**src/sv/dgrt_pkg.sv**
```systemverilog
`timescale 1ns / 1ps

package dgrt_pkg;

   // default store extent
   localparam int DEF_MAX_MAP_WIDTH  = 64;
   localparam int DEF_MAX_MAP_HEIGHT = 64;

   localparam int CELL_W      = 6;
   localparam int POS_W       = 16;
   localparam int FRAC_W      = 10;
   localparam int DELTA_W     = 24;
   localparam int FIRST_W     = 24;   // first side distance never exceeds the delta range
   localparam int SIDE_W      = 32;
   localparam int DIM_W       = 7;
   localparam int COORD_W     = 9;    // signed walk coordinate, -1 .. 127
   localparam int OUT_COORD_W = 8;
   localparam int STEP_W      = 8;
   localparam int FACE_W      = 2;
   localparam int STATUS_W    = 2;
   localparam int CSR_IDX_W   = 1;
   localparam int QUEUE_DEPTH = 4;

   localparam logic [DIM_W-1:0] DIM_RESET = 7'd64;

   localparam logic [CSR_IDX_W-1:0] CSR_MAP_WIDTH  = 1'b0;
   localparam logic [CSR_IDX_W-1:0] CSR_MAP_HEIGHT = 1'b1;

   localparam logic REQ_MAP_WRITE = 1'b0;
   localparam logic REQ_CAST      = 1'b1;

   localparam logic [FACE_W-1:0] FACE_EAST  = 2'd0;
   localparam logic [FACE_W-1:0] FACE_WEST  = 2'd1;
   localparam logic [FACE_W-1:0] FACE_SOUTH = 2'd2;
   localparam logic [FACE_W-1:0] FACE_NORTH = 2'd3;

   localparam logic [STATUS_W-1:0] STATUS_WALL  = 2'd0;
   localparam logic [STATUS_W-1:0] STATUS_OUT   = 2'd1;
   localparam logic [STATUS_W-1:0] STATUS_LIMIT = 2'd2;

   typedef struct packed {
      logic                req_type;
      logic [CELL_W-1:0]   cell_x;
      logic [CELL_W-1:0]   cell_y;
      logic                cell_is_wall;
      logic [CELL_W-1:0]   start_x;
      logic [CELL_W-1:0]   start_y;
      logic                neg_x;
      logic                neg_y;
      logic [DELTA_W-1:0]  delta_x;
      logic [DELTA_W-1:0]  delta_y;
      logic [FIRST_W-1:0]  side_x;
      logic [FIRST_W-1:0]  side_y;
   } item_type;

   typedef struct packed {
      logic [OUT_COORD_W-1:0] cell_x;
      logic [OUT_COORD_W-1:0] cell_y;
      logic [FACE_W-1:0]      face;
      logic [STATUS_W-1:0]    status;
      logic [SIDE_W-1:0]      side_x;
      logic [SIDE_W-1:0]      side_y;
      logic [STEP_W-1:0]      steps;
   } result_type;

endpackage

```
**src/sv/dgrt_front.sv**
```systemverilog
`timescale 1ns / 1ps

module dgrt_front (
   input  logic                          req_push,
   output logic                          req_full,
   input  logic                          req_type,
   input  logic [dgrt_pkg::CELL_W-1:0]   req_cell_x,
   input  logic [dgrt_pkg::CELL_W-1:0]   req_cell_y,
   input  logic                          req_cell_is_wall,
   input  logic [dgrt_pkg::POS_W-1:0]    req_start_pos_x,
   input  logic [dgrt_pkg::POS_W-1:0]    req_start_pos_y,
   input  logic                          req_dir_x_negative,
   input  logic                          req_dir_y_negative,
   input  logic [dgrt_pkg::DELTA_W-1:0]  req_delta_x,
   input  logic [dgrt_pkg::DELTA_W-1:0]  req_delta_y,
   input  logic                          queue_full,
   input  logic                          clearing,
   output logic                          queue_push,
   output dgrt_pkg::item_type            item
);
   import dgrt_pkg::*;

   localparam logic [FRAC_W:0] ONE = (FRAC_W+1)'(1 << FRAC_W);

   logic [FRAC_W:0]         span_x;
   logic [FRAC_W:0]         span_y;
   logic [FRAC_W+DELTA_W:0] prod_x;
   logic [FRAC_W+DELTA_W:0] prod_y;

   assign req_full   = queue_full || clearing;
   assign queue_push = req_push && !req_full;

   // first side distance: distance to the first grid line along each axis
   always_comb begin
      span_x = req_dir_x_negative ? {1'b0, req_start_pos_x[FRAC_W-1:0]}
                                  : ONE - {1'b0, req_start_pos_x[FRAC_W-1:0]};
      span_y = req_dir_y_negative ? {1'b0, req_start_pos_y[FRAC_W-1:0]}
                                  : ONE - {1'b0, req_start_pos_y[FRAC_W-1:0]};
      prod_x = span_x * req_delta_x;
      prod_y = span_y * req_delta_y;

      item.req_type     = req_type;
      item.cell_x       = req_cell_x;
      item.cell_y       = req_cell_y;
      item.cell_is_wall = req_cell_is_wall;
      item.start_x      = req_start_pos_x[POS_W-1:FRAC_W];
      item.start_y      = req_start_pos_y[POS_W-1:FRAC_W];
      item.neg_x        = req_dir_x_negative;
      item.neg_y        = req_dir_y_negative;
      item.delta_x      = req_delta_x;
      item.delta_y      = req_delta_y;
      item.side_x       = prod_x[FRAC_W+FIRST_W-1:FRAC_W];
      item.side_y       = prod_y[FRAC_W+FIRST_W-1:FRAC_W];
   end

endmodule

```
**config.mk**
```make
export PLATFORM = sky130hd
export DESIGN_NAME = dgrt_front
export DESIGN_NICKNAME = d
export VERILOG_FILES = /design/src/sv/dgrt_pkg.sv /design/src/sv/dgrt_front.sv
export SDC_FILE = /design/constraint.sdc
export NUM_CORES = 1
export LEC_CHECK = 0
export ABC_AREA = 1
export BUFFER_PORTS_ARGS = -buffer_cell sky130_fd_sc_hd__buf_2
export CAP_MARGIN = 15
export CORE_MARGIN = 2
export CORE_UTILIZATION = 63
export DETAILED_ROUTE_END_ITERATION = 8
export MAX_ROUTING_LAYER = met4
export PLACE_DENSITY = 0.86
export RECOVER_POWER = 50
export SLEW_MARGIN = 20
export SYNTH_ARGS = -nofsm -noshare
export SYNTH_HDL_FRONTEND = slang
export SYNTH_SLANG_ARGS = --single-unit
```
**constraint.sdc**
```tcl
create_clock -name vclk -period 6.7
set_input_delay 0 -clock vclk [all_inputs]
set_output_delay 0 -clock vclk [all_outputs]
set_load 0.01 [all_outputs]
```
==> results.ini <==
[timing]
fmax_ghz=0.161
final_hold_viol_count=0
setup_viol_count_final=0
rsz0062_at_grt=false
period_needed_ps=6210
relSlewSlack=0.272
post-route-period-util=0.927
tns_ps=0
slew_violations=0
worstMarginPinSlew_ps=1090

[layout]
regArea_um2=0
drive_gt1_frac=0.0859
nets=3094
area_delta_synth_final_pct=3.06
n_antenna_cell=0
seq_cells=0
clkbuf_count=0

[synthesis]
yosysWarnings=0
yosys.cell_count.top_type=nand2_1
netlist_area_mm2=0.0178
synth_area_leaders=fa_1, nand2_1, inv_1, ha_1, nor2_1
synth_commonest_cells=nand2_1, inv_1, fa_1
yosysUniqueCellTypes=44
synth.avg_cell_area_um2=7.31
synth_top_area_cell=fa_1
synth_top_area_frac=0.440
synth_cells=2427
synth_fp_nets=3052
seq_area_frac_synth=0

[drt]
drt_iter0_drc=1230
firstDrtPassIters=8
drcViolationCount=0
routed_wl_um=47300
wl_per_cell_um=16.6
viasPerCell=5.54
route.vias.total=15800
ant_nets=0

[place]
gp_congestion=0.987
portBuffers=173
hpwl_um=41400

[global_routing]
grt_pass1_wl_um=76000
grt_max_degree=27
first_global_vias=15900
track_usage=0.336
antenna_found_initial=0
grt-ovfl-total=0

[setup_path]
cp.arrival_ps=6210
path_max_fanout=26
critPathRequiredTime_ps=6700
cp-end-kind=primary output
cp-start-kind=primary input
worstSetupPathType=primary input to primary output

[flow_run]
maxCapViolations=0

[floorplanning]
pin_count=225
initial_core_util=0.639
dieArea_mm2=0.0295
die_x_um=172
die_y_um=172
rows=61
coreArea_mm2=0.0278

[clock_tree]
cts_setup_buffers=0
cts_hold_buf=0
cts_resized=0

[min_path]
hold_path.class=primary input to primary output

[run_status]
status=finished clean

layout by cell type (no fill, tap or decap), drive strengths merged, types with 7 or more instances in the layout:
cell type and count:
nand2 650, inv 538, fa 390, nor2 287
buf 154, ha 136, nand3 57, a21oi 51
o21ai 38, clkbuf 37, xor2 29, nor3 22
o21bai 13, a21o 12, or2 9, a31oi 7
nand4 7
worst max-delay path, stage by stage:
cell      delay, ps
buf_2           440
clkinv_2        150
ha_1            240
nand2_1          70
nor2_1           60
inv_1            90
nor2_2           60
o21ai_0         140
nand2_1         300
inv_2           400
nor2_1          120
fa_1            470
fa_1            580
fa_1            440
fa_1            510
fa_1            420
ha_1            350
a21oi_1         240
o21ai_0         120
a21oi_1         170
nand2_2         130
nand2_1         100
nand2_2          80
nand2_1         130
nand2_1          70
nand2_1          60
nand2_1          70
buf_2           140
routing by layer:
layer | GRT usage | vias up | share of wire
met5 | - | - | 0
met4 | 0.102 | 0 | 0.032
met3 | 0.0359 | 144 | 0.090
met2 | 0.529 | 811 | 0.47
met1 | 0.465 | 7706 | 0.41
li1 | - | 7096 | -
worst paths after layout:
check           startpoint        end  cells past startpoint
max     req_start_pos_y[0]   item[15]                     28
min    req_start_pos_y[15]  item[103]                      0
metrics by stage:
step,utilization,setup WS (ps),area [um^2],hold WS [ps],cells
final,0.659,486,18300,0.00443,2845
after global routing,0.659,158,18300,0.0151,2845
after CTS,0.660,555,18300,0.0686,2845
after detailed placement,0.660,565,18300,0.0686,2845
after global placement,0.660,711,18300,0.0686,2845
after floorplan,-,1360,17800,87.1,2427
area by class of cell:
cell class,count,area [um^2]
Tap cell,378,473
Timing Repair Buffer,191,955
Inverter,540,2030
Multi-Input combinational cell,1736,14800
Fill cell,2515,9490
logic make-up after synthesis:
| group | Yosys count | share of synthesized area |
|---|---|---|
| AO/OA/AOI/OAI | 131 | 0.0426 |
| AND/OR/NAND/NOR | 1048 | 0.240 |
| XOR/XNOR | 31 | 0.0153 |
| adder cells (fa/ha/maj) | 526 | 0.536 |
| buffers and inverters | 691 | 0.166 |
Power is left out: the tool's default activity adds up to more than one toggle a clock period on the data nets, which glitch-free logic cannot reach.
