$ cat src/sv/dgrt_pkg.sv
`timescale 1ns / 1ps

package dgrt_pkg;

   // default store extent
   localparam int DEF_MAX_MAP_WIDTH  = 64;
   localparam int DEF_MAX_MAP_HEIGHT = 64;

   localparam int CELL_W      = 6;
   localparam int POS_W       = 16;
   localparam int FRAC_W      = 10;
   localparam int DELTA_W     = 24;
   localparam int FIRST_W     = 24;   // first side distance never exceeds the delta range
   localparam int SIDE_W      = 32;
   localparam int DIM_W       = 7;
   localparam int COORD_W     = 9;    // signed walk coordinate, -1 .. 127
   localparam int OUT_COORD_W = 8;
   localparam int STEP_W      = 8;
   localparam int FACE_W      = 2;
   localparam int STATUS_W    = 2;
   localparam int CSR_IDX_W   = 1;
   localparam int QUEUE_DEPTH = 4;

   localparam logic [DIM_W-1:0] DIM_RESET = 7'd64;

   localparam logic [CSR_IDX_W-1:0] CSR_MAP_WIDTH  = 1'b0;
   localparam logic [CSR_IDX_W-1:0] CSR_MAP_HEIGHT = 1'b1;

   localparam logic REQ_MAP_WRITE = 1'b0;
   localparam logic REQ_CAST      = 1'b1;

   localparam logic [FACE_W-1:0] FACE_EAST  = 2'd0;
   localparam logic [FACE_W-1:0] FACE_WEST  = 2'd1;
   localparam logic [FACE_W-1:0] FACE_SOUTH = 2'd2;
   localparam logic [FACE_W-1:0] FACE_NORTH = 2'd3;

   localparam logic [STATUS_W-1:0] STATUS_WALL  = 2'd0;
   localparam logic [STATUS_W-1:0] STATUS_OUT   = 2'd1;
   localparam logic [STATUS_W-1:0] STATUS_LIMIT = 2'd2;

   typedef struct packed {
      logic                req_type;
      logic [CELL_W-1:0]   cell_x;
      logic [CELL_W-1:0]   cell_y;
      logic                cell_is_wall;
      logic [CELL_W-1:0]   start_x;
      logic [CELL_W-1:0]   start_y;
      logic                neg_x;
      logic                neg_y;
      logic [DELTA_W-1:0]  delta_x;
      logic [DELTA_W-1:0]  delta_y;
      logic [FIRST_W-1:0]  side_x;
      logic [FIRST_W-1:0]  side_y;
   } item_type;

   typedef struct packed {
      logic [OUT_COORD_W-1:0] cell_x;
      logic [OUT_COORD_W-1:0] cell_y;
      logic [FACE_W-1:0]      face;
      logic [STATUS_W-1:0]    status;
      logic [SIDE_W-1:0]      side_x;
      logic [SIDE_W-1:0]      side_y;
      logic [STEP_W-1:0]      steps;
   } result_type;

endpackage

$ cat src/sv/dgrt_queue.sv
`timescale 1ns / 1ps

module dgrt_queue (
   input  logic                clock,
   input  logic                reset,
   input  logic                push,
   input  dgrt_pkg::item_type  push_item,
   output logic                full,
   input  logic                pop,
   output dgrt_pkg::item_type  pop_item,
   output logic                empty
);
   import dgrt_pkg::*;

   localparam int PTR_W = $clog2(QUEUE_DEPTH);

   item_type           entries_ff [QUEUE_DEPTH];
   logic [PTR_W-1:0]   wr_ptr_ff, wr_ptr_in;
   logic [PTR_W-1:0]   rd_ptr_ff, rd_ptr_in;
   logic [PTR_W:0]     count_ff, count_in;

   assign full     = (count_ff == (PTR_W+1)'(QUEUE_DEPTH));
   assign empty    = (count_ff == '0);
   assign pop_item = entries_ff[rd_ptr_ff];

   always_comb begin
      wr_ptr_in = push ? wr_ptr_ff + 1'b1 : wr_ptr_ff;
      rd_ptr_in = pop  ? rd_ptr_ff + 1'b1 : rd_ptr_ff;
      count_in  = count_ff;
      if (push && !pop) begin
         count_in = count_ff + 1'b1;
      end else if (pop && !push) begin
         count_in = count_ff - 1'b1;
      end
   end

   always_ff @(posedge clock) begin
      if (reset) begin
         wr_ptr_ff <= '0;
         rd_ptr_ff <= '0;
         count_ff  <= '0;
      end else begin
         wr_ptr_ff <= wr_ptr_in;
         rd_ptr_ff <= rd_ptr_in;
         count_ff  <= count_in;
      end
   end

   always_ff @(posedge clock) begin
      if (push) begin
         entries_ff[wr_ptr_ff] <= push_item;
      end
   end

endmodule

$ cat config.mk
export PLATFORM = sky130hd
export DESIGN_NAME = dgrt_queue
export DESIGN_NICKNAME = d
export VERILOG_FILES = /design/src/sv/dgrt_pkg.sv /design/src/sv/dgrt_queue.sv
export SDC_FILE = /design/constraint.sdc
export NUM_CORES = 1
export LEC_CHECK = 0
export BUFFER_PORTS_ARGS = -buffer_cell sky130_fd_sc_hd__buf_2
export CAP_MARGIN = 20
export CORE_ASPECT_RATIO = 0.9
export CORE_UTILIZATION = 46
export DETAILED_ROUTE_END_ITERATION = 7
export PLACE_DENSITY = 0.63
export REMOVE_ABC_BUFFERS = 1
export SKIP_CTS_REPAIR_TIMING = 1
export SYNTH_ARGS = -nofsm -noshare
export SYNTH_HDL_FRONTEND = slang
export SYNTH_SLANG_ARGS = --single-unit
$ cat constraint.sdc
create_clock -name clock -period 10.1 [get_ports clock]
set_clock_uncertainty 0.15 [all_clocks]
set_input_delay 1.01 -clock clock [delete_from_list [all_inputs] [get_ports clock]]
set_output_delay 1.01 -clock clock [all_outputs]
set_load 0.01 [all_outputs]
==> metrics.txt, run 1 <==
# TYPE chip_impl_metric gauge
chip_impl_info{name="outcome",value="completed"} 1
chip_impl_metric{name="cap_viol_max_count",unit=""} 0
chip_impl_metric{name="timing.final.setup_violations",unit=""} 0
chip_impl_metric{name="final.fill_count",unit=""} 2941
chip_impl_metric{name="post_synth_mux_area_share",unit="%"} 15.37
chip_impl_metric{name="worst_ep_arrival_time",unit="ns"} 3.29
chip_impl_metric{name="grt_util_all_layers",unit="%"} 16.57
chip_impl_metric{name="share_of_the_synthesized_netlist_area_taken_by_xor_and_xnor_gates",unit="%"} 0.2393
chip_impl_metric{name="final.min_clock_period",unit="ns"} 4.449
chip_impl_metric{name="final-seq-area",unit="µm²"} 15080
chip_impl_metric{name="std_cell_rows",unit=""} 68
chip_impl_metric{name="floorplan.io_pins",unit=""} 254
chip_impl_metric{name="routed-via-count",unit=""} 7981
chip_impl_info{name="startpoint_type",value="flop"} 1
chip_impl_info{name="timing.rr.start",value="wr_ptr_ff[0]"} 1
chip_impl_metric{name="depth_of_the_worst_register_to_register_path",unit=""} 3
chip_impl_info{name="class_of_the_most_critical_hold_timing_path",value="flop to flop"} 1
chip_impl_metric{name="ctsHtreeMaxLevel",unit=""} 2
chip_impl_metric{name="worst_ir_drop_vdd",unit="mV"} 0.1473
chip_impl_info{name="timing.critical_path.to_type",value="output port"} 1
chip_impl_info{name="timing.rr.end",value="entries_ff[1][83]"} 1
chip_impl_metric{name="drt_drc_violations_left",unit=""} 0
chip_impl_metric{name="die_y",unit="µm"} 191.2
chip_impl_metric{name="starting_utilization_of_the_core_area",unit="%"} 47.17
chip_impl_info{name="clock_tree_from_tritoncts",value="done"} 1
chip_impl_metric{name="synth_compound_gate_area_share",unit="%"} 0.05470
chip_impl_metric{name="drt_pre_antenna_iters",unit=""} 4
chip_impl_metric{name="numCtsBuffers",unit=""} 50
chip_impl_metric{name="die_width",unit="µm"} 212.2
chip_impl_metric{name="drt-wirelength-per-cell",unit="µm"} 21.38
chip_impl_metric{name="wl",unit="mm"} 32.98
chip_impl_metric{name="area.growth.synth_to_final",unit="%"} 18.29
chip_impl_info{name="synth_top_family_by_area",value="multiplexers"} 1
chip_impl_metric{name="num-nets-final",unit=""} 1112
chip_impl_metric{name="synth-seq-area-share",unit="%"} 82.38
chip_impl_metric{name="max_freq",unit="MHz"} 224.8
chip_impl_metric{name="multi_input_area",unit="µm²"} 3033
chip_impl_metric{name="syn-mean-instance-area",unit="µm²"} 26.44
chip_impl_metric{name="fin_hold_ws",unit="ns"} 0.3479
chip_impl_metric{name="power-per-cell-area",unit="nW/µm²"} 210.9
chip_impl_metric{name="slew_headroom",unit="%"} 30.85
chip_impl_metric{name="insertion_delay",unit="ns"} 0.57
chip_impl_metric{name="post_route_cells_drive_above_1_share",unit="%"} 44.98
chip_impl_metric{name="simple_gate_share_of_the_synthesized_area",unit="%"} 0.4034
chip_impl_metric{name="timing.final.crit_share",unit="%"} 44.05
chip_impl_info{name="final_common_cell",value="edfxtp_1"} 1
chip_impl_metric{name="gp_congestion",unit=""} 0.7313
chip_impl_metric{name="final.setup.tns",unit="ns"} 0
chip_impl_metric{name="timing_worst_slew_pin_value",unit="ns"} 1.037
chip_impl_metric{name="crit_required",unit="ns"} 8.94
chip_impl_metric{name="ff2ff_setup_slack",unit="ns"} 7.29
chip_impl_metric{name="grt_pass1_vias",unit=""} 8551
chip_impl_metric{name="yosys.cell_types.count",unit=""} 20
chip_impl_metric{name="timing.final.hold_violations",unit=""} 0
chip_impl_metric{name="netlist_instances",unit=""} 692
chip_impl_metric{name="synthesized_flop_and_latch_total",unit=""} 505
chip_impl_metric{name="ys.warnings.count",unit=""} 0
chip_impl_info{name="timing.critical_path.to",value="pop_item[39]"} 1
chip_impl_metric{name="dieArea",unit="µm²"} 40580
chip_impl_metric{name="grt_start_max_net_pins",unit=""} 69
chip_impl_metric{name="cts_max_path_buffers",unit=""} 3
chip_impl_info{name="cts-root-buf",value="clkbuf_16"} 1
chip_impl_info{name="timing_worst_setup_path_type",value="flop to output port"} 1
chip_impl_metric{name="io_buffers",unit=""} 253
chip_impl_metric{name="syn_area",unit="µm²"} 18300
chip_impl_metric{name="cts_num_sinks",unit=""} 505
chip_impl_metric{name="antenna_violations_before_repair",unit=""} 2
chip_impl_metric{name="detail-route-antenna-nets",unit=""} 0
chip_impl_metric{name="crit_fanout",unit=""} 47
chip_impl_metric{name="clock_slew_seen_by_the_registers_of_the_worst_setup_and_hold_paths",unit="ns"} 0.06
chip_impl_metric{name="avgViaCountPerCell",unit=""} 5.172
chip_impl_metric{name="global_route_total_overflow",unit=""} 0
chip_impl_metric{name="dp_hpwl",unit="mm"} 19.02
chip_impl_info{name="unrepaired_setup_endpoints_after_global_routing",value="no"} 1
chip_impl_metric{name="dr.first_iter.drc_count",unit=""} 541
chip_impl_info{name="most-common-layout-cells",value="edfxtp_1, buf_2, mux4_2, clkbuf_16, clkbuf_1"} 1
chip_impl_metric{name="timing_max_transition_violations_final",unit=""} 0
chip_impl_metric{name="grt_first_pass_wirelength",unit="mm"} 49.94
chip_impl_metric{name="core_region_area",unit="µm²"} 38800
chip_impl_metric{name="synthAdderAreaFrac",unit="%"} 0.4513
chip_impl_metric{name="leakage",unit="µW"} 0.007223
metrics by stage:
| step | power [µW] | setup WS (ns) | utilization [%] | area, µm² | cells |
|---|---|---|---|---|---|
| final | 4566 | 5.651 | 55.79 | 21650 | 1543 |
| after global routing | 4731 | 5.299 | 55.78 | 21640 | 1541 |
| after CTS | 4626 | 5.471 | 55.78 | 21640 | 1541 |
| after detailed placement | 2914 | 6.100 | 51.88 | 20130 | 1451 |
| after global placement | 2908 | 6.104 | 51.88 | 20130 | 1451 |
| after floorplan | 2752 | 3.124 | - | 18110 | 663 |
layer usage:
metal  track usage [%]  vias to the layer above  wire length (µm)
li1                  -                     3558                 -
met1             22.54                     4133             13990
met2             25.86                      236             15660
met3             4.863                       50              2672
met4             5.368                        4               637
met5                 0                        -                27
final cells by class:
type	count	share of cell area, %
Antenna cell	2	0.02312
Clock buffer	67	6.370
Clock inverter	23	0.6185
Inverter	4	0.06936
Multi-Input combinational cell	154	14.01
Sequential cell	505	69.68
Tap cell	525	3.035
Timing Repair Buffer	263	6.197
sequential cells by signal, summed over array words and instances, names as in the netlist, named ones only:
| name | flops |
|---|---|
| count_ff | 3 |
| wr_ptr_ff | 2 |
| entries_ff | 496 |
| rd_ptr_ff | 2 |
worst min path at each step:
stage | end | depth (start not counted) | slack, ns | startpoint
6_report | count_ff[2] | 2 | 0.35 | count_ff[2]
3_3_place_gp | count_ff[2] | 2 | 0.33 | count_ff[2]
5_1_grt | count_ff[2] | 2 | 0.37 | count_ff[2]
2_1_floorplan | count_ff[2] | 2 | 0.31 | count_ff[2]
4_1_cts | count_ff[2] | 2 | 0.35 | count_ff[2]
3_5_place_dp | count_ff[2] | 2 | 0.34 | count_ff[2]
synthesized netlist by cell type, drive strengths merged:
cell    instances  share of area (%)
mux2i           2               0.11
xnor2           2              0.096
nor3b           1              0.041
inv             4              0.082
or3             1              0.034
mux4          124                 15
clkbuf          7               0.14
xor2            3               0.14
ha              5               0.34
dfxtp           9               0.98
a21oi           1              0.027
edfxtp        496                 81
fa              1               0.11
and2            4               0.14
nor3            1              0.027
nand2           1              0.020
o21ai           1              0.027
nor2            7               0.14
buf            22               0.88
kinds of logic after synthesis:
kind of cell,count (synthesis)
xor gates and xnor gates,5
AOI/OAI and AO/OA,2
DFF,505
buffers and inverters,33
and+or+nand+nor,15
muxes,126
adders and majority gates,6
worst max-delay path, stage by stage (launching register included):
cell and delay (ns):
dfxtp_4 1.01, buf_4 0.83, mux4_2 0.63, buf_2 0.16
where the power goes:
part	internal (µW)	switching (µW)
clock	979	730
sequential	2410	35.0
combinational	191	222
total	3580	987
Power figures use the tool's default switching activity.
==> run 2, diff against run 1 <==
--- a/config.mk
+++ b/config.mk
@@ -10,7 +10,7 @@
 export CORE_ASPECT_RATIO = 0.9
 export CORE_UTILIZATION = 46
 export DETAILED_ROUTE_END_ITERATION = 7
-export PLACE_DENSITY = 0.63
+export PLACE_DENSITY = 0.66
 export REMOVE_ABC_BUFFERS = 1
 export SKIP_CTS_REPAIR_TIMING = 1
 export SYNTH_ARGS = -nofsm -noshare
==> constraint.sdc (replaced) <==
create_clock -name clock -period 3.78 [get_ports clock]
set_clock_uncertainty 0.15 [all_clocks]
set_input_delay 0.378 -clock clock [delete_from_list [all_inputs] [get_ports clock]]
set_output_delay 0.378 -clock clock [all_outputs]
set_load 0.01 [all_outputs]
==> metrics.txt, run 2 (synthesis gave the netlist of run 1 again) <==
# TYPE chip_impl_metric gauge
chip_impl_metric{name="timing.final.hold_violations",unit=""} 0
chip_impl_metric{name="detail-route-antenna-nets",unit=""} 0
chip_impl_info{name="class_of_the_most_critical_hold_timing_path",value="primary input to flop"} 1
chip_impl_info{name="startpoint_type",value="flop"} 1
chip_impl_metric{name="std_cell_rows",unit=""} 68
chip_impl_metric{name="avgViaCountPerCell",unit=""} 5.159
chip_impl_metric{name="routed-via-count",unit=""} 8620
chip_impl_info{name="top_regs",value="entries_ff x496, count_ff x3"} 1
chip_impl_metric{name="num-nets-final",unit=""} 1247
chip_impl_metric{name="leakage",unit="µW"} 0.007789
chip_impl_metric{name="ctsHtreeMaxLevel",unit=""} 2
chip_impl_metric{name="cellInternalPower",unit="µW"} 9594
chip_impl_info{name="timing.critical_path.to_type",value="output port"} 1
chip_impl_metric{name="max_freq",unit="MHz"} 340.8
chip_impl_info{name="unrepaired_setup_endpoints_after_global_routing",value="no"} 1
chip_impl_metric{name="insertion_delay",unit="ns"} 0.56
chip_impl_metric{name="clock_slew_seen_by_the_registers_of_the_worst_setup_and_hold_paths",unit="ns"} 0.06
chip_impl_metric{name="final.min_clock_period",unit="ns"} 2.934
chip_impl_metric{name="antenna_violations_before_repair",unit=""} 0
chip_impl_metric{name="fin_ws",unit="ns"} 0.8459
chip_impl_metric{name="global_route_total_overflow",unit=""} 0
chip_impl_metric{name="placed_cell_area",unit="µm²"} 20320
chip_impl_metric{name="wl_met3",unit="mm"} 2.208
chip_impl_metric{name="detailroute.wirelength.met2",unit="mm"} 16.91
chip_impl_metric{name="worst_ep_arrival_time",unit="ns"} 2.41
chip_impl_metric{name="post_route_cells_drive_above_1_share",unit="%"} 40.23
chip_impl_metric{name="worst_ir_drop_vdd",unit="mV"} 0.4804
chip_impl_info{name="timing_worst_setup_path_type",value="flop to output port"} 1
chip_impl_metric{name="largest_reg_flops",unit=""} 496
chip_impl_metric{name="pre_cts_ws",unit="ns"} 1.336
chip_impl_metric{name="wl",unit="mm"} 34.60
chip_impl_metric{name="power-per-cell-area",unit="nW/µm²"} 530.5
chip_impl_metric{name="cts_max_path_buffers",unit=""} 3
chip_impl_metric{name="timing_worst_slew_pin_value",unit="ns"} 0.8510
chip_impl_metric{name="final_cell_area",unit="µm²"} 23010
chip_impl_metric{name="io_buffers",unit=""} 253
chip_impl_metric{name="floorplan.io_pins",unit=""} 254
chip_impl_metric{name="timing.final.crit_share",unit="%"} 77.62
chip_impl_metric{name="clkPwrFrac",unit="%"} 36.2
chip_impl_metric{name="dieArea",unit="µm²"} 40580
chip_impl_metric{name="final-seq-area",unit="µm²"} 15080
chip_impl_metric{name="timing.final.setup_violations",unit=""} 0
chip_impl_info{name="clock_tree_from_tritoncts",value="done"} 1
chip_impl_metric{name="cts_num_sinks",unit=""} 505
chip_impl_info{name="outcome",value="completed"} 1
chip_impl_info{name="final_common_cell",value="edfxtp_1"} 1
chip_impl_metric{name="crit_fanout",unit=""} 30
chip_impl_metric{name="die_width",unit="µm"} 212.2
chip_impl_metric{name="ff2ff_setup_slack",unit="ns"} 1.72
chip_impl_metric{name="die_y",unit="µm"} 191.2
chip_impl_metric{name="starting_utilization_of_the_core_area",unit="%"} 47.17
chip_impl_metric{name="area.growth.synth_to_final",unit="%"} 25.75
chip_impl_metric{name="power.combinational.fraction",unit="%"} 10.4
chip_impl_metric{name="seq_power_share",unit="%"} 53.4
chip_impl_metric{name="cap_viol_max_count",unit=""} 0
chip_impl_metric{name="crit_required",unit="ns"} 3.25
chip_impl_metric{name="timing_max_transition_violations_final",unit=""} 0
chip_impl_metric{name="dp_hpwl",unit="mm"} 19.90
chip_impl_info{name="largest_register",value="entries_ff"} 1
chip_impl_metric{name="wl_met1",unit="mm"} 14.87
chip_impl_metric{name="grt_start_max_net_pins",unit=""} 114
chip_impl_metric{name="drt_pre_antenna_iters",unit=""} 7
chip_impl_info{name="cts-root-buf",value="clkbuf_16"} 1
chip_impl_metric{name="gp_congestion",unit=""} 0.7061
chip_impl_metric{name="swShare",unit="%"} 21.42
chip_impl_info{name="top_signal_layer_used",value="met4"} 1
chip_impl_metric{name="drt-wirelength-per-cell",unit="µm"} 20.70
chip_impl_metric{name="insertedDiodeCount",unit=""} 0
chip_impl_metric{name="multi_input_area",unit="µm²"} 3033
chip_impl_metric{name="slew_headroom",unit="%"} 43.26
chip_impl_metric{name="core_region_area",unit="µm²"} 38800
chip_impl_metric{name="dr.first_iter.drc_count",unit=""} 520
chip_impl_metric{name="grt_util_all_layers",unit="%"} 17.00
chip_impl_metric{name="drt_drc_violations_left",unit=""} 0
chip_impl_metric{name="grt_pass1_vias",unit=""} 8710
chip_impl_metric{name="final.fill_count",unit=""} 2793
chip_impl_metric{name="fraction_of_the_core_area_covered_by_cells_at_the_end_of_the_flow",unit="%"} 59.31
chip_impl_metric{name="numCtsBuffers",unit=""} 49
chip_impl_metric{name="power.switching",unit="µW"} 2614
chip_impl_metric{name="grt_first_pass_wirelength",unit="mm"} 50.86
chip_impl_info{name="most-common-layout-cells",value="edfxtp_1, buf_2, dlygate4sd3_1, mux4_2, clkbuf_16"} 1
[run 2: worst max-delay path: stages, from the launching register on]
cell and delay (ns):
dfxtp_4 0.78, buf_4 0.34, mux4_2 0.54, buf_2 0.16
[run 2: worst paths after layout]
path                                    from            endpoint  cells after the start
worst max-delay path                    flop        pop_item[61]                      3
worst min-delay path                    push        wr_ptr_ff[0]                      3
worst max register to register  wr_ptr_ff[0]  entries_ff[0][115]                      4
worst min register to register   count_ff[2]         count_ff[2]                      2
[run 2: layout make-up]
cell class	count	share of cell area [%]
Clock buffer	67	5.666
Clock inverter	17	0.5655
Inverter	4	0.06525
Multi-Input combinational cell	154	13.18
Sequential cell	505	65.54
Tap cell	525	2.855
Timing Repair Buffer	399	12.13
[run 2: power by group through the flow]
stage,clock network [µW],registers (µW),logic (µW)
floorplan,0,6710,644
global placement,0,6630,1170
detailed placement,0,6640,1180
CTS,4540,6520,1190
global route,4760,6540,1370
finish,4420,6520,1270
[run 2: routing by layer]
metal / track usage, % / up-vias
met5: 0 / -
met4: 5.423 / 0
met3: 4.551 / 53
met2: 27.05 / 236
met1: 23.03 / 4500
li1: - / 3831
[run 2: through the flow]
step	hold slack, ns	TNS (ns)	power (µW)	cells
finish	0.05436	0	12210	1671
global route	0.06967	0	12670	1671
CTS	-0.1661	0	12250	1545
detailed placement	0.3408	0	7823	1461
global placement	0.3308	0	7805	1461
floorplan	0.2971	-441.12	7353	663
==> run 3, diff against run 2 <==
--- a/config.mk
+++ b/config.mk
@@ -5,12 +5,13 @@
 export SDC_FILE = /design/constraint.sdc
 export NUM_CORES = 1
 export LEC_CHECK = 0
+export ABC_AREA = 1
 export BUFFER_PORTS_ARGS = -buffer_cell sky130_fd_sc_hd__buf_2
 export CAP_MARGIN = 20
 export CORE_ASPECT_RATIO = 0.9
 export CORE_UTILIZATION = 46
 export DETAILED_ROUTE_END_ITERATION = 7
-export PLACE_DENSITY = 0.66
+export PLACE_DENSITY = 0.63
 export REMOVE_ABC_BUFFERS = 1
 export SKIP_CTS_REPAIR_TIMING = 1
 export SYNTH_ARGS = -nofsm -noshare
==> constraint.sdc (replaced) <==
create_clock -name clock -period 2.95 [get_ports clock]
set_clock_uncertainty 0.15 [all_clocks]
set_input_delay 0.295 -clock clock [delete_from_list [all_inputs] [get_ports clock]]
set_output_delay 0.295 -clock clock [all_outputs]
set_load 0.01 [all_outputs]
==> metrics.txt, run 3 <==
# TYPE chip_impl_metric gauge
chip_impl_info{name="outcome",value="completed"} 1
chip_impl_info{name="timing.rr.start",value="wr_ptr_ff[0]"} 1
chip_impl_metric{name="cellInternalPower",unit="µW"} 12220
chip_impl_info{name="dominantRegCellSynth",value="edfxtp_1"} 1
chip_impl_info{name="synthDominantAreaCellType",value="edfxtp_1"} 1
chip_impl_metric{name="power.switching",unit="µW"} 3610
chip_impl_info{name="timing.rr.end",value="entries_ff[2][106]"} 1
chip_impl_metric{name="power-per-cell-area",unit="nW/µm²"} 675.8
chip_impl_metric{name="final_cell_area",unit="µm²"} 23420
chip_impl_metric{name="clkPwrFrac",unit="%"} 37.7
chip_impl_metric{name="syn_area",unit="µm²"} 18850
chip_impl_metric{name="slew_headroom",unit="%"} 33.88
chip_impl_info{name="cts-root-buf",value="clkbuf_16"} 1
chip_impl_metric{name="grt_pass1_vias",unit=""} 11160
chip_impl_info{name="critPathTopFamily",value="buffers and inverters"} 1
chip_impl_info{name="synth_common_cells",value="edfxtp_1, nor2_1, o21ai_0"} 1
chip_impl_metric{name="clock_slew_seen_by_the_registers_of_the_worst_setup_and_hold_paths",unit="ns"} 0.06
chip_impl_metric{name="worst_ep_arrival_time",unit="ns"} 2.38
chip_impl_metric{name="largest_reg_flops",unit=""} 496
chip_impl_metric{name="timing_max_transition_violations_final",unit=""} 0
chip_impl_metric{name="yosys.cell_types.count",unit=""} 22
chip_impl_metric{name="global_route_total_overflow",unit=""} 0
chip_impl_metric{name="fin_hold_ws",unit="ns"} 0.2926
chip_impl_metric{name="insertion_delay",unit="ns"} 0.58
chip_impl_info{name="most-common-layout-cells",value="edfxtp_1, nor2_1, buf_2, o21ai_0, dlygate4sd3_1"} 1
chip_impl_info{name="top_regs",value="entries_ff x496, count_ff x3"} 1
chip_impl_metric{name="std_cell_rows",unit=""} 69
chip_impl_metric{name="dr.first_iter.drc_count",unit=""} 785
chip_impl_metric{name="fraction_of_the_core_area_covered_by_cells_at_the_end_of_the_flow",unit="%"} 58.71
chip_impl_metric{name="drt_pre_antenna_iters",unit=""} 6
chip_impl_metric{name="final.fill_count",unit=""} 3134
chip_impl_metric{name="die_y",unit="µm"} 194.0
chip_impl_metric{name="dp_hpwl",unit="mm"} 22.99
chip_impl_metric{name="number_of_enable_type_register_cells_in_the_synthesized_netlist",unit=""} 496
chip_impl_metric{name="starting_utilization_of_the_core_area",unit="%"} 47.25
chip_impl_metric{name="power.combinational.fraction",unit="%"} 10.1
chip_impl_metric{name="cts_num_sinks",unit=""} 505
chip_impl_metric{name="timing_worst_slew_pin_value",unit="ns"} 0.9918
chip_impl_info{name="synth.most_common_cell",value="edfxtp_1"} 1
chip_impl_info{name="timing.critical_path.to_type",value="output port"} 1
chip_impl_metric{name="pre_cts_ws",unit="ns"} 0.8787
chip_impl_info{name="worstPathCellList",value="buf_12 -> o21ai_0 -> o22ai_1 -> buf_2"} 1
chip_impl_metric{name="cpPeakStageDelay",unit="ns"} 0.42
chip_impl_metric{name="syn-mean-instance-area",unit="µm²"} 15.00
chip_impl_metric{name="fin_ws",unit="ns"} 0.1285
chip_impl_metric{name="detail-route-antenna-nets",unit=""} 0
chip_impl_metric{name="grt_util_all_layers",unit="%"} 19.81
chip_impl_metric{name="grt_start_max_net_pins",unit=""} 181
chip_impl_info{name="critical_path.slowest_cell",value="buf_12"} 1
chip_impl_metric{name="floorplan.io_pins",unit=""} 254
chip_impl_metric{name="ff2ff_setup_slack",unit="ns"} 0.97
chip_impl_info{name="clock_tree_from_tritoncts",value="done"} 1
chip_impl_metric{name="drt_drc_violations_left",unit=""} 0
chip_impl_metric{name="final.min_clock_period",unit="ns"} 2.821
chip_impl_info{name="largest_register",value="entries_ff"} 1
chip_impl_metric{name="die_width",unit="µm"} 215.4
chip_impl_metric{name="numCtsBuffers",unit=""} 51
chip_impl_metric{name="synthArstFlopShare",unit="%"} 0
chip_impl_metric{name="netlist_instances",unit=""} 1256
chip_impl_metric{name="ctsHtreeMaxLevel",unit=""} 2
chip_impl_info{name="worst_hold_startpoint",value="rd_ptr_ff[1]"} 1
chip_impl_metric{name="min_path_cells",unit=""} 1
chip_impl_metric{name="synth-seq-area-share",unit="%"} 79.99
chip_impl_info{name="final_common_cell",value="edfxtp_1"} 1
chip_impl_metric{name="insertedDiodeCount",unit=""} 0
chip_impl_metric{name="cts_max_path_buffers",unit=""} 3
chip_impl_metric{name="num-nets-final",unit=""} 1771
chip_impl_metric{name="ys.warnings.count",unit=""} 0
chip_impl_metric{name="routed-via-count",unit=""} 11730
chip_impl_metric{name="timing.final.crit_share",unit="%"} 95.64
chip_impl_metric{name="grt_first_pass_wirelength",unit="mm"} 63.99
chip_impl_metric{name="swShare",unit="%"} 22.81
chip_impl_metric{name="cap_viol_max_count",unit=""} 0
chip_impl_metric{name="gp_congestion",unit=""} 0.7572
chip_impl_metric{name="post_route_cells_drive_above_1_share",unit="%"} 21.07
chip_impl_metric{name="io_buffers",unit=""} 253
chip_impl_info{name="class_of_the_most_critical_hold_timing_path",value="flop to flop"} 1
chip_impl_metric{name="critical_path.n_buffers_inverters",unit=""} 2
chip_impl_metric{name="synthesized_flop_and_latch_total",unit=""} 505
chip_impl_metric{name="core_region_area",unit="µm²"} 39890
chip_impl_metric{name="area.growth.synth_to_final",unit="%"} 24.26
chip_impl_metric{name="seq_power_share",unit="%"} 52.3
chip_impl_metric{name="depth_of_the_worst_register_to_register_path",unit=""} 5
chip_impl_metric{name="wl",unit="mm"} 42.43
chip_impl_metric{name="antenna_violations_before_repair",unit=""} 1
chip_impl_metric{name="dieArea",unit="µm²"} 41780
chip_impl_metric{name="crit_fanout",unit=""} 180
chip_impl_metric{name="drt-wirelength-per-cell",unit="µm"} 19.26
chip_impl_info{name="startpoint_type",value="flop"} 1
chip_impl_metric{name="timing.final.hold_violations",unit=""} 0
chip_impl_metric{name="crit_required",unit="ns"} 2.51
chip_impl_metric{name="worst_ir_drop_vdd",unit="mV"} 0.6487
chip_impl_metric{name="placed_cell_area",unit="µm²"} 20630
chip_impl_info{name="timing_worst_setup_path_type",value="flop to output port"} 1
chip_impl_info{name="ys_top_cells_by_area",value="edfxtp_1, nor2_1, o22ai_1, o21ai_0, o21ai_1"} 1
chip_impl_metric{name="max_freq",unit="MHz"} 354.4
chip_impl_metric{name="timing.final.setup_violations",unit=""} 0
chip_impl_metric{name="avgViaCountPerCell",unit=""} 5.325
chip_impl_metric{name="leakage",unit="µW"} 0.008228
chip_impl_info{name="unrepaired_setup_endpoints_after_global_routing",value="no"} 1
chip_impl_metric{name="synth.top_cell.area_share",unit="%"} 79.03
-- run 3: cell count changes in the layout (fill, tap and decap cells not counted), moves of 7 or more --
cell and change:
nand2_1 +8, o22ai_1 +124, nor2_1 +247, o21ai_0 +145, inv_1 +7, o21ai_1 +107, mux4_2 -124
-- run 3: logic make-up (layout without fill, tap and decap cells) --
logic type,after synthesis,after routing,share of synthesized area (%)
adders and majority gates,6,6,0.4382
AOI/OAI and AO/OA,380,380,10.91
and+or+nand+nor,267,267,5.351
xor gates and xnor gates,1,1,0.04648
DFF,505,505,79.99
buffers and inverters,97,512,3.260
-- run 3: power groups by stage --
stage                     Sequential, µW  Combinational (µW)  Clock, µW
after floorplan                     8500                 691          0
after global placement              8420                1440          0
after detailed placement            8420                1470          0
after CTS                           8270                1470       6080
after global routing                8290                1750       6350
final                               8270                1590       5960
-- run 3: per-layer routing --
layer	routed length, µm	track usage, %
met5	10	0
met3	2656	5.349
met4	766	5.175
met2	20160	31.91
met1	18840	26.70
-- run 3: through the flow --
| stage | power (µW) | instances | TNS [ns] |
|---|---|---|---|
| after floorplan | 9189 | 1176 | -830.68 |
| after global placement | 9858 | 1989 | 0 |
| after detailed placement | 9889 | 1989 | 0 |
| after CTS | 15830 | 2076 | 0 |
| after global routing | 16390 | 2203 | 0 |
| final | 15830 | 2203 | 0 |
-- run 3: cell type report --
| class | count | area, µm² | share of cell area [%] |
|---|---|---|---|
| Clock inverter | 22 | 147.6 | 0.6305 |
| Inverter | 17 | 83.83 | 0.3580 |
| Timing Repair Buffer | 408 | 2910 | 12.43 |
| Clock buffer | 65 | 1371 | 5.856 |
| Tap cell | 532 | 665.6 | 2.842 |
| Multi-Input combinational cell | 654 | 3157 | 13.48 |
| Sequential cell | 505 | 15080 | 64.40 |
-- run 3: worst max-delay path by stage --
stage	start	to	slack, ns	cells past startpoint
finish	flop	pop_item[68]	0.13	4
floorplan	flop	pop_item[0]	-4.23	3
global route	flop	pop_item[5]	0.09	4
detailed placement	flop	pop_item[107]	0.88	5
global placement	flop	pop_item[109]	0.85	5
CTS	flop	pop_item[107]	0.24	5
